[src/design/cwmf_pkg.sv]
// types and constants of the clipped window median filter
// no dependencies; imported by all cwmf modules and the top level

package cwmf_pkg;

    // register indexes of the configuration port
    localparam logic [1:0] CFG_RADIUS = 2'd0;
    localparam logic [1:0] CFG_WIDTH  = 2'd1;
    localparam logic [1:0] CFG_HEIGHT = 2'd2;

    // request kinds
    localparam logic REQ_PIXEL = 1'b0;
    localparam logic REQ_DRAIN = 1'b1;

    // field widths fixed by the interface
    localparam int RADIUS_W   = 2;
    localparam int WIDTH_W    = 11;
    localparam int HEIGHT_W   = 13;
    localparam int CFG_DATA_W = 13;
    localparam int ROW_W      = 12;
    localparam int MAX_HEIGHT = 4096;

    typedef struct packed {
        logic       req_type;
        logic [7:0] pixel_in;
    } t_in_beat;

    typedef struct packed {
        logic [7:0] pixel_out;
        logic       row_end;
        logic       frame_end;
    } t_out_beat;

    // one slot of the sorting chain; an empty slot counts as above every pixel
    typedef struct packed {
        logic       valid;
        logic [7:0] value;
    } t_cell;

    typedef enum logic [2:0] {
        ST_IDLE,
        ST_CHECK,
        ST_GATHER,
        ST_FLUSH,
        ST_EMIT
    } t_state;

endpackage

[src/design/cwmf_cell.sv]
// one slot of the insertion sorting chain
// depends on cwmf_pkg

module cwmf_cell (
    input  logic            i_clk,
    input  logic            i_rst_n,
    input  logic            i_clear,
    input  logic            i_ins,
    input  logic [7:0]      i_pixel,
    input  cwmf_pkg::t_cell i_prev_cell,
    input  logic            i_prev_lt,
    output cwmf_pkg::t_cell o_cell,
    output logic            o_lt
);
    import cwmf_pkg::*;

    t_cell r_cell;
    t_cell n_cell;

    // new pixel sorts before this slot
    assign o_lt = i_ins && (!r_cell.valid || (i_pixel < r_cell.value));

    // shift right when the pixel lands to the left, take it when it lands here
    always_comb begin
        n_cell = r_cell;
        if (o_lt) begin
            if (i_prev_lt) begin
                n_cell = i_prev_cell;
            end else begin
                n_cell.valid = 1'b1;
                n_cell.value = i_pixel;
            end
        end
    end

    always_ff @(posedge i_clk) begin
        if (!i_rst_n || i_clear) begin
            r_cell.valid <= 1'b0;
            r_cell.value <= '0;
        end else begin
            r_cell <= n_cell;
        end
    end

    assign o_cell = r_cell;

endmodule

[src/design/cwmf_chain.sv]
// row of sorting cells with rank select
// depends on cwmf_pkg and cwmf_cell

module cwmf_chain #(
    parameter int DEPTH = 49
) (
    input  logic                     i_clk,
    input  logic                     i_rst_n,
    input  logic                     i_clear,
    input  logic                     i_ins,
    input  logic [7:0]               i_pixel,
    input  logic [$clog2(DEPTH)-1:0] i_sel,
    output logic [7:0]               o_median
);
    import cwmf_pkg::*;

    t_cell w_cell [DEPTH];
    logic  w_lt   [DEPTH];

    // cells in ascending order, each looking at its left neighbour
    for (genvar k = 0; k < DEPTH; k++) begin : g_cell
        if (k == 0) begin : g_first
            cwmf_cell u_cell (
                .i_clk       (i_clk),
                .i_rst_n     (i_rst_n),
                .i_clear     (i_clear),
                .i_ins       (i_ins),
                .i_pixel     (i_pixel),
                .i_prev_cell ('0),
                .i_prev_lt   (1'b0),
                .o_cell      (w_cell[k]),
                .o_lt        (w_lt[k])
            );
        end else begin : g_rest
            cwmf_cell u_cell (
                .i_clk       (i_clk),
                .i_rst_n     (i_rst_n),
                .i_clear     (i_clear),
                .i_ins       (i_ins),
                .i_pixel     (i_pixel),
                .i_prev_cell (w_cell[k-1]),
                .i_prev_lt   (w_lt[k-1]),
                .o_cell      (w_cell[k]),
                .o_lt        (w_lt[k])
            );
        end
    end

    // value at the requested rank
    assign o_median = w_cell[i_sel].value;

endmodule

[config.mk]
export PLATFORM = sky130hd
export DESIGN_NAME = cwmf_chain
export DESIGN_NICKNAME = d
export VERILOG_FILES = /design/src/design/cwmf_pkg.sv /design/src/design/cwmf_cell.sv /design/src/design/cwmf_chain.sv
export SDC_FILE = /design/constraint.sdc
export NUM_CORES = 2
export LEC_CHECK = 0
export BUFFER_PORTS_ARGS = -buffer_cell sky130_fd_sc_hd__buf_2
export CORE_ASPECT_RATIO = 0.75
export CORE_MARGIN = 4
export CORE_UTILIZATION = 33
export DETAILED_ROUTE_END_ITERATION = 8
export HOLD_SLACK_MARGIN = 0.08
export RECOVER_POWER = 100
export SLEW_MARGIN = 20
export SYNTH_ARGS = -nofsm -noshare
export SYNTH_HDL_FRONTEND = slang
export SYNTH_HIERARCHICAL = 1
export SYNTH_SLANG_ARGS = --single-unit
[constraint.sdc]
create_clock -name i_clk -period 2 [get_ports i_clk]
set_input_delay 0.2 -clock i_clk [delete_from_list [all_inputs] [get_ports i_clk]]
set_output_delay 0.2 -clock i_clk [all_outputs]
set_load 0.02 [all_outputs]
# ---- Word-level counts from Yosys, hierarchy flattened
# Index checks and enable logic that the tools add are counted.
dict set report word_totals {
  reg_bits 441
  inputBits 18
  elab_cells 349
}
dict set report classes {
  n_lt_le_gt_ge 50
  n_mux 51
  bitwise_logic 1
  n_reduce_logical 149
}
# operator count
set op_table {}
lappend op_table {{$mux 9} 48}
lappend op_table {{$lt 8x8->1} 49}
lappend op_table {{$bmux 9 s6} 1}
lappend op_table {{$logic_not 1->1} 50}
lappend op_table {{$logic_or 1x1->1} 50}
lappend op_table {{$logic_and 1x1->1} 49}
lappend op_table {{$mux 8} 2}
lappend op_table {{$ge 7x7->1 const B} 1}
lappend op_table {{$not 6->7} 1}

# ---- Depth between registers and ports, before layout
dict set report logic_depth {
  word_depth 4
  ltp_mapped 11
  mapped_depth_nobuf 9
}

# ---- Hierarchy
# Netlist, hierarchy kept.
# mod n_inst cells_each area_per_inst_um2
set by_module_without_submodules {}
lappend by_module_without_submodules {cwmf_cell 49 79 693.2}
lappend by_module_without_submodules {cwmf_chain 1 282 3318.2}

# ---- Worst setup path before layout
# OpenSTA, ideal clock, no wires.
dict set report synth_path {
  kind {reg-to-reg}
  start {reg g_cell[2].g_rest.u_cell.r_cell, in the netlist g_cell[2].g_rest.u_cell/o_cell[1]}
  end {reg g_cell[3].g_rest.u_cell.r_cell, in the netlist g_cell[3].g_rest.u_cell/o_cell[4]}
  setup_ns 0.123
  arrival_time_ns 1.928
  slack_ns -0.051
  stages_incl_launch_ff 11
  synth_period_minus_slack_ns 2.051
  path_cell_list {dfxtp_1 > inv_1 > ha_1 > a2111oi_4 > o32ai_1 > buf_6 > inv_1 > clkbuf_1 > nand2b_1 > o211ai_1 > mux2i_1}
}
# item line
set synth_lines {}
lappend synth_lines {{start: declaration} cwmf_cell.sv:17} ;# t_cell r_cell;
lappend synth_lines {{start signal: assignment} cwmf_cell.sv:41} ;# r_cell <= n_cell;
lappend synth_lines {{end signal: assignment} cwmf_cell.sv:41}
lappend synth_lines {{end: declaration} cwmf_cell.sv:17}

# ---- Worst setup path after layout
dict set report layout_path {
  start {reg g_cell[15].g_rest.u_cell.r_cell, in the netlist g_cell[15].g_rest.u_cell/o_cell[7]}
  end {out o_median[7]}
}
dict set report layout_between {
  elab_chain_len 3
}
# item line
set layout_rtl {}
lappend layout_rtl {{start: declaration} cwmf_cell.sv:17}
lappend layout_rtl {{start signal: assignment} cwmf_cell.sv:41}
lappend layout_rtl {{$bmux 9 s6} cwmf_chain.sv:50} ;# assign o_median = w_cell[i_sel].value;
lappend layout_rtl {{$mux 8 (implied by the code) (2 in a row)} cwmf_chain.sv:50}
lappend layout_rtl {{end: declaration} cwmf_chain.sv:13} ;# output logic [7:0] o_median
# Every way passes these cells. The select of a mux whose other input is x is not followed.

==> impl_metrics.csv <==
group,metric,value,unit
sta,fin_crit_sh,1.40,
place,port_buffers,25,
detailed_routing,routedWlPerCell,20.9,um
global_routing,antenna_found_initial,6,
pwr,vdd.ir_drop.worst,0.684,mV
critical_path,required,1.80,ns
floorplan,core_area,112000,sq um
detailed_routing,firstDrtPassIters,5,
sta,finalSetupViolations,136,
sta,relSlewSlack,0.491,
sta,fin_crit,2.81,ns
sta,hold_viol_final,0,
pwr,comb_power_share,0.340,
sta,maxClockFrequency,0.356,GHz
yosys,syn_area_per_cell,8.98,sq um
cts,clock-root-buffer,"clkbuf_16",
critical_path,arrival,2.61,ns
sta,worst_slack,-0.808,ns
floorplan,dieArea,118000,sq um
layout,drive_above_1_share,0.383,
cts,cts.path.max_buffers,3,
pwr,total_power,0.0291,W
detailed_routing,routed_wirelength,134000,um
global_routing,grt_max_degree,34,
sta,skew,0.0312,ns
critical_path,end_kind,"output pin",
yosys,synth_warnings,6,
critical_path,critPathMaxFanout,2,
pwr,p_sw_frac,0.339,
cts,cts_sinks,441,
yosys,synth_area,37300,sq um
outcome,status,"complete, but fails checks",
sta,worst_pin_slew,0.762,ns
layout,nFillCells,10300,
pwr,seqPwrFrac,0.336,
global_routing,grt_usage,0.209,
cts,cts.clk_slew.worst_paths,0.06,ns
cts,cts_tree,"done",
place,place.gp.congestion,0.974,
layout,final_util,0.460,
global_routing,first_global_vias,32100,
floorplan,start_util,0.333,
layout,finalNetCount,5222,
job,cap_violations,0,
cts,insertion_delay,0.64,ns
cts,cts_hold_buf,0,
detailed_routing,drc_errors,0,
global_routing,overflow,0,
hold_path,hp-class,"input pin to flip-flop",
cts,cts_buffers,51,
floorplan,io-pin-count,26,
outcome,violations,"negative setup slack",
pwr,p_leak,20.5,nW
floorplan,die_w,396,um
floorplan,fp-row-count,106,
detailed_routing,viasPerCell,5.38,
pwr,cellPowerDensity,565,nW/um^2
global_routing,grt_pass1_wl,195000,um
pwr,switchingPower,0.00987,W
detailed_routing,vias,34400,
yosys,syn-instance-count,4152,
cts,htreeDepth,2,
pwr,internal-power,0.0192,W
sta,drv_slew,0,
floorplan,die_h,299,um
layout,syn_to_final_growth,38.1,%
sta,rsz0062_at_grt,"yes",
detailed_routing,postRouteAntennaNets,0,
detailed_routing,drtIter0Drc,2710,
place,hpwlAfterDp,96500,um
critical_path,critPathKind,"flip-flop to output pin",
pwr,power.share.clock,0.325,
critical_path,critPathLaunchType,"flip-flop",
[state kept, by name, summed over array words and instances (netlist names)]
name                          flops
g_cell.g_rest.u_cell/o_cell     432
g_cell.g_first.u_cell/o_cell      9
[worst max-delay path: stages (launching register included)]
cell and delay [ns]:
dfxtp_2 0.32, buf_6 0.11, mux4_2 0.52, mux2i_2 0.21, buf_4 0.18, nor2_4 0.06, o32a_1 0.42, buf_6 0.17
[metal layers]
metal | track usage | share of wire | vias up
met5 | 0 | 0 | -
met4 | 0.0430 | 0.021 | 0
met3 | 0.0578 | 0.095 | 184
met2 | 0.301 | 0.42 | 1179
met1 | 0.307 | 0.47 | 16800
li1 | - | - | 16300
[stage by stage]
step / cell area, sq um / hold slack (ns) / setup TNS (ns) / cells / setup WS, ns
after detailed placement: 44200 / 0.473 / -142.87 / 6180 / -0.717
after global placement: 44200 / 0.464 / -131.89 / 6180 / -0.713
after global routing: 51500 / 0.120 / -34.76 / 6406 / -0.893
after floorplan: 37400 / 0.404 / 0 / 4168 / 0.0268
after CTS: 47200 / 0.0904 / -7.90 / 6302 / -0.807
final: 51500 / 0.156 / -11.84 / 6407 / -0.808
[power by group through the flow]
stage	registers [W]	clock network (W)	logic, W
2_1_floorplan	0.00971	0	0.00498
3_3_place_gp	0.00993	0	0.00775
3_5_place_dp	0.00993	0	0.00792
4_1_cts	0.00975	0.00961	0.00835
5_1_grt	0.00978	0.00997	0.0106
6_report	0.00976	0.00944	0.00988
[worst paths after layout]
| kind | cells past startpoint | endpoint | slack, ns | from |
|---|---|---|---|---|
| worst max-delay path | 7 | o_median[7] | -0.81 | g_cell[15].g_rest.u_cell/o_cell[7] |
| worst min register to register | 2 | g_cell[3].g_rest.u_cell/o_cell[1] | 0.48 | g_cell[3].g_rest.u_cell/o_cell[1] |
| worst max register to register | 10 | g_cell[16].g_rest.u_cell/o_cell[5] | -0.25 | g_cell[15].g_rest.u_cell/o_cell[7] |
| worst min-delay path | 4 | g_cell[40].g_rest.u_cell/o_cell[6] | 0.16 | i_pixel[6] |
[repair_timing]
| action | in CTS | in global routing |
|---|---|---|
| hold endpoints to repair | 0 | 0 |
| pin swaps | 81 | 363 |
| endpoints found under the setup margin | 379 | 442 |
| gates resized for setup | 363 | 793 |
| cloned | 5 | 25 |
| buffers inserted | 44 | 99 |
[placed cells by master (no fill, tap or decap), types with 140 or more instances in the layout]
cell,instances
ha_1,240
o21ai_0,142
nand2_1,400
dfxtp_2,147
nand2b_1,372
dfxtp_1,202
mux2i_1,438
nor2b_1,140
buf_4,659
inv_1,339
o211ai_1,450
[final cells by class]
cell class,count,area (sq um),area share
Sequential cell,441,9360,0.182
Timing Repair Buffer,874,8010,0.156
Clock buffer,67,1440,0.0279
Antenna cell,1,2.50,0.0000486
Multi-Input combinational cell,3051,28900,0.561
Inverter,442,1750,0.0341
Clock inverter,19,154,0.00299
Tap cell,1512,1890,0.0368
Note: power is estimated with default switching activity, not from simulation.
